===== src/rtl/rrt_pkg.sv =====
// Shared types and constants for the response routing table.
`timescale 1ns / 1ps

package rrt_pkg;

   localparam int RRT_TABLE_DEPTH = 16;

   localparam int OP_W = 2;
   localparam int CLIENT_W = 32;
   localparam int DEVICE_W = 32;
   localparam int FUNCTION_W = 8;
   localparam int SEQUENCE_W = 4;

   typedef logic [OP_W-1:0] rrt_op_type;

   localparam rrt_op_type OP_RECORD = 2'd0;
   localparam rrt_op_type OP_ROUTE = 2'd1;
   localparam rrt_op_type OP_PURGE = 2'd2;

   typedef struct packed {
      logic [CLIENT_W-1:0]   client;
      logic [DEVICE_W-1:0]   device;
      logic [FUNCTION_W-1:0] function_id;
      logic [SEQUENCE_W-1:0] sequence_number;
   } rrt_entry_type;

   typedef struct packed {
      logic record;
      logic full;
      logic mark_route;
      logic mark_purge;
      logic squeeze;
   } rrt_ctrl_type;

endpackage


===== src/rtl/rrt_cell.sv =====
// One table cell: holds an entry and its removal mark and shifts from its upper neighbor.
`timescale 1ns / 1ps

module rrt_cell
   import rrt_pkg::*;
#(
   parameter int TABLE_DEPTH = RRT_TABLE_DEPTH,
   parameter int INDEX = 0,
   localparam int CNT_W = $clog2(TABLE_DEPTH + 1)
) (
   input  logic                clock,
   input  logic                reset,
   input  rrt_ctrl_type        ctrl,
   input  rrt_entry_type       new_entry,
   input  logic [CNT_W-1:0]    count,
   input  rrt_entry_type       nb_entry,
   input  logic                nb_kill,
   input  logic                hole_in,
   input  logic [CLIENT_W-1:0] sel_in,
   output rrt_entry_type       entry,
   output logic                kill,
   output logic                hole_out,
   output logic [CLIENT_W-1:0] sel_out
);

   rrt_entry_type entry_ff, entry_in;
   logic          kill_ff, kill_in;
   logic          occupied, key_hit, client_hit, write_en, shift_en, lowest;

   always_comb begin
      occupied = CNT_W'(INDEX) < count;
      key_hit = (entry_ff.device == new_entry.device) &&
                (entry_ff.function_id == new_entry.function_id) &&
                (entry_ff.sequence_number == new_entry.sequence_number);
      client_hit = entry_ff.client == new_entry.client;
      hole_out = hole_in | kill_ff;
      lowest = kill_ff & ~hole_in;
      sel_out = sel_in | ({CLIENT_W{lowest}} & entry_ff.client);
      write_en = ctrl.record &&
                 (ctrl.full ? (INDEX == TABLE_DEPTH - 1) : (CNT_W'(INDEX) == count));
      shift_en = (ctrl.record && ctrl.full) || (ctrl.squeeze && hole_out);

      entry_in = entry_ff;
      if (write_en) begin
         entry_in = new_entry;
      end else if (shift_en) begin
         entry_in = nb_entry;
      end

      kill_in = kill_ff;
      if (ctrl.mark_route) begin
         kill_in = occupied && key_hit;
      end else if (ctrl.mark_purge) begin
         kill_in = occupied && client_hit;
      end else if (ctrl.squeeze && hole_out) begin
         kill_in = nb_kill;
      end
   end

   always_ff @(posedge clock) begin
      entry_ff <= entry_in;
      if (reset) begin
         kill_ff <= 1'b0;
      end else begin
         kill_ff <= kill_in;
      end
   end

   assign entry = entry_ff;
   assign kill = kill_ff;

endmodule


===== src/rtl/response_routing_table.sv =====
// Top level of the response routing table: control sequencer and the chain of cells.
//
//   Channel  Direction  Handshake             Payload
//   req_     in         req_valid/req_ready   operation, client, device, function, seq, flag
//   rsp_     out        rsp_valid/rsp_ready   found, client, broadcast, dropped, counts
//
// Record, an unused operation code and a route with sequence number zero are answered straight from idle.
// A route that searches first marks matching cells, then removes the oldest marked entry.
// A purge marks every entry of the client, then the chain closes one gap a cycle until none is left.
// A new beat is taken when the sequencer is idle and the result register is free or emptying.
// Reset is synchronous and empties the table; entry contents are not cleared.
`timescale 1ns / 1ps

module response_routing_table
   import rrt_pkg::*;
#(
   parameter int TABLE_DEPTH = RRT_TABLE_DEPTH,
   localparam int CNT_W = $clog2(TABLE_DEPTH + 1)
) (
   input  logic                  clock,
   input  logic                  reset,
   input  logic                  req_valid,
   output logic                  req_ready,
   input  logic [OP_W-1:0]       req_operation,
   input  logic [CLIENT_W-1:0]   req_client_id,
   input  logic [DEVICE_W-1:0]   req_device_uid,
   input  logic [FUNCTION_W-1:0] req_function_id,
   input  logic [SEQUENCE_W-1:0] req_sequence_number,
   input  logic                  req_response_expected,
   output logic                  rsp_valid,
   input  logic                  rsp_ready,
   output logic                  rsp_found,
   output logic [CLIENT_W-1:0]   rsp_routed_client,
   output logic                  rsp_broadcast,
   output logic                  rsp_dropped_oldest,
   output logic [CNT_W-1:0]      rsp_removed_count,
   output logic [CNT_W-1:0]      rsp_entries_used
);

   typedef enum logic {IDLE, SQUEEZE} state_type;

   state_type            state_ff, state_in;
   logic                 route_ff, route_in;
   logic [CNT_W-1:0]     count_ff, count_in;
   logic [CNT_W-1:0]     removed_ff, removed_in;
   logic                 rsp_valid_ff, rsp_valid_in;
   logic                 found_ff, found_in;
   logic [CLIENT_W-1:0]  client_ff, client_in;
   logic                 broadcast_ff, broadcast_in;
   logic                 dropped_ff, dropped_in;
   logic [CNT_W-1:0]     rsp_removed_ff, rsp_removed_in;
   logic [CNT_W-1:0]     used_ff, used_in;

   rrt_ctrl_type         ctrl;
   rrt_entry_type        new_entry;
   rrt_entry_type        cell_entry [TABLE_DEPTH];
   logic                 cell_kill [TABLE_DEPTH];
   logic                 hole [TABLE_DEPTH+1];
   logic [CLIENT_W-1:0]  sel [TABLE_DEPTH+1];
   logic                 accept, full;

   assign new_entry = '{client: req_client_id, device: req_device_uid,
                        function_id: req_function_id, sequence_number: req_sequence_number};
   assign hole[0] = 1'b0;
   assign sel[0] = '0;

   for (genvar i = 0; i < TABLE_DEPTH; i++) begin : g_cell
      rrt_entry_type nb_entry;
      logic          nb_kill;
      if (i == TABLE_DEPTH - 1) begin : g_last
         assign nb_entry = cell_entry[i];
         assign nb_kill = 1'b0;
      end else begin : g_mid
         assign nb_entry = cell_entry[i+1];
         assign nb_kill = cell_kill[i+1];
      end
      rrt_cell #(
         .TABLE_DEPTH(TABLE_DEPTH),
         .INDEX(i)
      ) u_cell (
         .clock(clock),
         .reset(reset),
         .ctrl(ctrl),
         .new_entry(new_entry),
         .count(count_ff),
         .nb_entry(nb_entry),
         .nb_kill(nb_kill),
         .hole_in(hole[i]),
         .sel_in(sel[i]),
         .entry(cell_entry[i]),
         .kill(cell_kill[i]),
         .hole_out(hole[i+1]),
         .sel_out(sel[i+1])
      );
   end

   assign req_ready = (state_ff == IDLE) && (!rsp_valid_ff || rsp_ready);
   assign accept = req_valid && req_ready;
   assign full = count_ff == CNT_W'(TABLE_DEPTH);

   always_comb begin
      state_in = state_ff;
      route_in = route_ff;
      count_in = count_ff;
      removed_in = removed_ff;
      rsp_valid_in = rsp_valid_ff && !rsp_ready;
      found_in = found_ff;
      client_in = client_ff;
      broadcast_in = broadcast_ff;
      dropped_in = dropped_ff;
      rsp_removed_in = rsp_removed_ff;
      used_in = used_ff;
      ctrl = '0;
      ctrl.full = full;

      case (state_ff)
         IDLE: begin
            if (accept) begin
               found_in = 1'b0;
               client_in = '0;
               broadcast_in = 1'b0;
               dropped_in = 1'b0;
               rsp_removed_in = '0;
               used_in = count_ff;
               case (req_operation)
                  OP_RECORD: begin
                     rsp_valid_in = 1'b1;
                     if ((req_device_uid != '0) && req_response_expected) begin
                        ctrl.record = 1'b1;
                        dropped_in = full;
                        if (!full) begin
                           count_in = count_ff + CNT_W'(1);
                        end
                        used_in = full ? count_ff : count_ff + CNT_W'(1);
                     end
                  end
                  OP_ROUTE: begin
                     if (req_sequence_number == '0) begin
                        rsp_valid_in = 1'b1;
                        broadcast_in = 1'b1;
                     end else begin
                        ctrl.mark_route = 1'b1;
                        route_in = 1'b1;
                        state_in = SQUEEZE;
                     end
                  end
                  OP_PURGE: begin
                     ctrl.mark_purge = 1'b1;
                     route_in = 1'b0;
                     removed_in = '0;
                     state_in = SQUEEZE;
                  end
                  default: begin
                     rsp_valid_in = 1'b1;
                  end
               endcase
            end
         end
         SQUEEZE: begin
            ctrl.squeeze = 1'b1;
            if (route_ff) begin
               state_in = IDLE;
               rsp_valid_in = 1'b1;
               if (hole[TABLE_DEPTH]) begin
                  found_in = 1'b1;
                  client_in = sel[TABLE_DEPTH];
                  count_in = count_ff - CNT_W'(1);
                  used_in = count_ff - CNT_W'(1);
               end else begin
                  broadcast_in = 1'b1;
                  used_in = count_ff;
               end
            end else if (hole[TABLE_DEPTH]) begin
               count_in = count_ff - CNT_W'(1);
               removed_in = removed_ff + CNT_W'(1);
            end else begin
               state_in = IDLE;
               rsp_valid_in = 1'b1;
               rsp_removed_in = removed_ff;
               used_in = count_ff;
            end
         end
         default: begin
            state_in = IDLE;
         end
      endcase
   end

   always_ff @(posedge clock) begin
      route_ff <= route_in;
      removed_ff <= removed_in;
      found_ff <= found_in;
      client_ff <= client_in;
      broadcast_ff <= broadcast_in;
      dropped_ff <= dropped_in;
      rsp_removed_ff <= rsp_removed_in;
      used_ff <= used_in;
      if (reset) begin
         state_ff <= IDLE;
         count_ff <= '0;
         rsp_valid_ff <= 1'b0;
      end else begin
         state_ff <= state_in;
         count_ff <= count_in;
         rsp_valid_ff <= rsp_valid_in;
      end
   end

   assign rsp_valid = rsp_valid_ff;
   assign rsp_found = found_ff;
   assign rsp_routed_client = client_ff;
   assign rsp_broadcast = broadcast_ff;
   assign rsp_dropped_oldest = dropped_ff;
   assign rsp_removed_count = rsp_removed_ff;
   assign rsp_entries_used = used_ff;

   a_count_bound: assert property (@(posedge clock) disable iff (reset)
      count_ff <= CNT_W'(TABLE_DEPTH))
      else $error("Table occupancy exceeds its depth.");

   a_found_xor_bcast: assert property (@(posedge clock) disable iff (reset)
      rsp_valid_ff |-> !(found_ff && broadcast_ff))
      else $error("A beat reports both a match and a broadcast.");

   a_drop_when_full: assert property (@(posedge clock) disable iff (reset)
      (rsp_valid_ff && dropped_ff) |-> (used_ff == CNT_W'(TABLE_DEPTH)))
      else $error("An eviction was reported while the table was not full.");

   a_squeeze_slot_free: assert property (@(posedge clock) disable iff (reset)
      (state_ff == SQUEEZE) |-> !rsp_valid_ff)
      else $error("Result register is occupied while an operation is in progress.");

endmodule


===== config.mk =====
export PLATFORM = sky130hd
export DESIGN_NAME = response_routing_table
export DESIGN_NICKNAME = d
export VERILOG_FILES = /design/src/rtl/rrt_pkg.sv /design/src/rtl/rrt_cell.sv /design/src/rtl/response_routing_table.sv
export SDC_FILE = /design/constraint.sdc
export NUM_CORES = 2
export LEC_CHECK = 0
export BUFFER_PORTS_ARGS = -buffer_cell sky130_fd_sc_hd__buf_2
export CORE_MARGIN = 1.5
export CORE_UTILIZATION = 45
export CTS_CLUSTER_SIZE = 20
export DETAILED_ROUTE_END_ITERATION = 10
export HOLD_SLACK_MARGIN = 0.15
export SYNTH_ARGS = -nofsm -noshare
export SYNTH_HDL_FRONTEND = slang
export SYNTH_HIERARCHICAL = 1
export SYNTH_SLANG_ARGS = --single-unit

===== constraint.sdc =====
create_clock -name clock -period 12.9 [get_ports clock]
set_clock_uncertainty 0.05 [all_clocks]
set_input_delay 0.645 -clock clock [delete_from_list [all_inputs] [get_ports clock]]
set_output_delay 0.645 -clock clock [all_outputs]
set_load 0.02 [all_outputs]

==> key figures <==
STA
  • Hold WS: ~310 ps
  • RSZ-0062 raised after global routing: false
  • # setup viols final: 0
  • Worst-margin pin slew: 1310 ps
  • Max Freq: 141 MHz
  • Max_slew headroom: 12.3%
  • Final Max Tran Viols: 0
  • Tmin final: 7120 ps
  • Final setup margin: a little under 6000 ps
  • Final hold vios: 0
  • Post-route clock period utilization: a little under three fifths
  • Setup TNS: 0 ps

Clocking
  • Post_cts resized: 0
  • CTS buffer count: 146
  • CTS clk-pin slew, worst paths: 60 ps
  • Postcts setup bufs: 0
  • Root buf cell: clkbuf_16
  • Clock Sinks: 1290
  • CTS tree: yes
  • CTS H-tree lvls: 4
  • Worst-Skew Late Latency: 770 ps
  • Maximum buffer depth of the clock tree: 3

Power and ir drop
  • Combinational share of power: 10.0%
  • Cell area power density: 117 mW/mm²
  • Clock network power share: about two fifths
  • Final Power: 9.70 mW
  • VDD IR-drop max: 0.145 mV
  • P_int: about 7.4 mW
  • Reg power frac: 49.1%
  • Leakage Power: 29.6 nW
  • Sw Share: 24.0%
  • Net switching power: 2.33 mW

Cells and area
  • Final #Nets: roughly 5700
  • Layout area overhead: 10.2%
  • Share of cells above drive strength 1: 26.6%
  • Filler cell count: 14300
  • Final Non-Filler Cells: roughly 8000
  • Ant diodes: 0
  • Register Area: between 0.03 and 0.04 mm²
  • Area of the multi-input gates: 0.0350 mm²
  • Util after Layout: about half
  • Final instance area: 0.0826 mm²

Critical path
  • Largest stage delay, worst path: 580 ps
  • Worst setup EP type: register
  • Most used cell, CP: or2_2
  • Crit path launch type: register
  • Largest delay share family, worst path: simple AND/OR/NAND/NOR gates
  • R2R depth: 20
  • CP max-delay cell: dlygate4sd3_1
  • Crit-path cells: or2_2 > or2_2 > or2_2 > or2_2 > or2_2 > or2_2 > or2_2 > or2_2 > or2_2 > or2_2 > or2_2 > or2_2 > or2_2 > or2_2 > or2_2 > or2_2 > nand2_1 > nor2_1 > a221oi_1 > dlygate4sd3_1
  • Crit Path Max Fanout: 13
  • Worst r2r src: g_cell[0].u_cell/kill$_SDFFE_PP0P_
  • R2r setup slk: 5780 ps
  • Crit path DAT: 7780 ps
  • Data required, critical path: 13570 ps
  • Bufs and invs on worst path: 1
  • CP Class: reg -> reg
  • Reg2reg end: rsp_valid$_SDFF_PP0_

Detailed routing
  • Max layer used: met4
  • WL met1: 93.4 mm
  • WL final: 200 mm
  • Met2 WL: approximately 90 mm
  • Via count: ~44000
  • Antenna viol nets, final: 0
  • Drt first pass iters: 9
  • Remaining DRCs: 7
  • Number of DRC markers in iteration 0: about 3400
  • WL/cell: 25.2 µm
  • Met3 routed WL: 7.93 mm
  • Routed vias/inst: 5.57

Floorplanning
  • Die height: 411 µm
  • DIE WIDTH: ~410 µm
  • Row count: 149
  • Core Area: 0.165 mm²
  • Die area: 0.169 mm²
  • Top Ports: 130
  • Initial core utilization: 45.4%

Synthesis
  • Main synth FF type: edfxtp_1
  • Yosys reg bits: 1290
  • Ys async rst share: 0%
  • Register area share after synthesis: about half
  • Syn. warnings: 6
  • Syn Area/Cell: 13.9 µm²
  • Post-synth cell types: 84
  • Post-synth EDFFs: 1267
  • Gate Count Post-Synth: 5391
  • Mapped Area: approximately 0.075 mm²

Worst hold path
  • Worst min path class: in -> reg
  • HP Start: req_operation[1]
  • Worst Hold End: state_ff$_SDFF_PP0_
  • Hold Path Cell Cnt: 5

Placed design
  • I/O Buffers: 129
  • Pre-CTS setup slack: 5990 ps
  • Post-DP HPWL: 149 mm
  • GP Congestion: 0.929
  • Area of placed instances: between 0.07 and 0.08 mm²
  • Cell total after placement: about 7700

Run status
  • Status: complete, but fails checks
  • Failing checks: DRC

GRT
  • Total Routing Usage GR: 23.2%
  • GR Overflow Total: 0
  • First-pass GRT wire length: just under 300 mm
  • Initial antenna violation count: 2
  • Largest net degree at the start of global routing: 80
  • Vias in the first global route: between 40000 and 50000

Flow run
  • MaxCap Viol Count: 0
[repair_timing]
| item | in CTS | in global routing |
|---|---|---|
| endpoints found under the setup margin | 0 | 0 |
| hold endpoints to repair | 1 | 0 |
| hold buffers | 2 | 0 |
[Yosys cell counts (37+ instances only)]
cell type	instances	area share (%)
nor3_1	44	0.29
nand2_1	59	0.30
mux2_4	314	6.3
xnor2_1	901	11
mux2_1	207	3.1
inv_1	78	0.39
nand4_1	244	2.0
edfxtp_1	1267	51
buf_2	37	0.25
nor2_1	44	0.22
buf_6	45	0.68
nand3_1	55	0.37
clkbuf_1	76	0.38
and2_1	41	0.34
mux2_2	685	10
o21ai_0	45	0.30
xor2_1	260	3.0
nor4_1	120	1.0
a21o_1	518	5.2
[cell type report]
class / count / share of cell area [%]
multi-input cells: 3844 / 42.3
flip-flops and latches: 1290 / 46.6
clock buffers: 201 / 4.83
well taps: 2189 / 3.31
inverters: 80 / 0.363
repair buffers: 262 / 2.00
clock inverters: 56 / 0.577
[registers in the layout, indices dropped and copies added (netlist names)]
register	flops
g_cell.u_cell/entry	1216
rsp_routed_client	32
g_cell.u_cell/kill	16
count_ff	5
removed_ff	5
rsp_entries_used	5
rsp_removed_count	5
route_ff	1
rsp_broadcast	1
rsp_dropped_oldest	1
rsp_found	1
rsp_valid	1
state_ff	1
[power groups by stage]
| stage | clock network (mW) | logic, mW | registers [mW] |
|---|---|---|---|
| after floorplan | 0 | 0.513 | 4.85 |
| after global placement | 0 | 0.949 | 4.85 |
| after detailed placement | 0 | 0.957 | 4.85 |
| after CTS | 4.05 | 0.962 | 4.77 |
| after global routing | 4.20 | 1.03 | 4.78 |
| final | 3.97 | 0.966 | 4.77 |
[routing by layer]
metal | global-route usage [%] | up-vias
li1 | - | 20900
met1 | 32.4 | 21700
met2 | 37.0 | 1188
met3 | 2.56 | 347
met4 | 9.31 | 0
met5 | 0 | -
[cell families (layout without fill, tap and decap cells)]
group / Yosys count / after routing / share of synthesized area (%)
fa+ha+maj: 6 / 6 / 0.100
xor+xnor: 1161 / 1161 / 13.6
flops: 1290 / 1290 / 51.3
mux: 1210 / 1210 / 19.7
compound gates: 693 / 693 / 6.78
simple gates: 738 / 738 / 5.92
buf+inv: 292 / 599 / 2.56
other cells: 1 / 36 / 0.00500
[cells in the final DEF, fill, tap and decap left out, types with 36 or more instances in the layout]
master	n
mux2_4	314
clkbuf_16	152
conb_1	36
mux2_2	685
xor2_1	260
nor4_1	119
o21ai_0	44
nor3_1	44
buf_4	131
edfxtp_1	1267
inv_1	78
clkbuf_1	49
mux2_1	207
nand3_1	48
nand2_1	55
a21o_1	517
buf_2	129
nor2_1	41
nand4_1	244
and2_1	41
xnor2_1	901
[worst max path at each step]
stage | end | depth (start not counted) | startpoint | slack (ps)
after global placement | rsp_entries_used[0]$_DFFE_PP_ | 19 | g_cell[0].u_cell/kill$_SDFFE_PP0P_ | 6010
after CTS | rsp_valid$_SDFF_PP0_ | 20 | g_cell[0].u_cell/kill$_SDFFE_PP0P_ | 5840
after global routing | rsp_valid$_SDFF_PP0_ | 20 | g_cell[0].u_cell/kill$_SDFFE_PP0P_ | 5570
after detailed placement | rsp_routed_client[8]$_SDFFCE_PN0P_ | 18 | g_cell[0].u_cell/kill$_SDFFE_PP0P_ | 5990
final | rsp_valid$_SDFF_PP0_ | 20 | g_cell[0].u_cell/kill$_SDFFE_PP0P_ | 5780
after floorplan | g_cell[12].u_cell/entry[0]$_DFFE_PP_ | 7 | state_ff$_SDFF_PP0_ | 4130
[worst min-delay path: cells and delay by family]
kind            cells  cell delay (ps)
simple gates        1               70
buf+inv             2              180
compound gates      1               60
fa+ha+maj           1              140
Note: power is estimated with default switching activity, not from simulation.
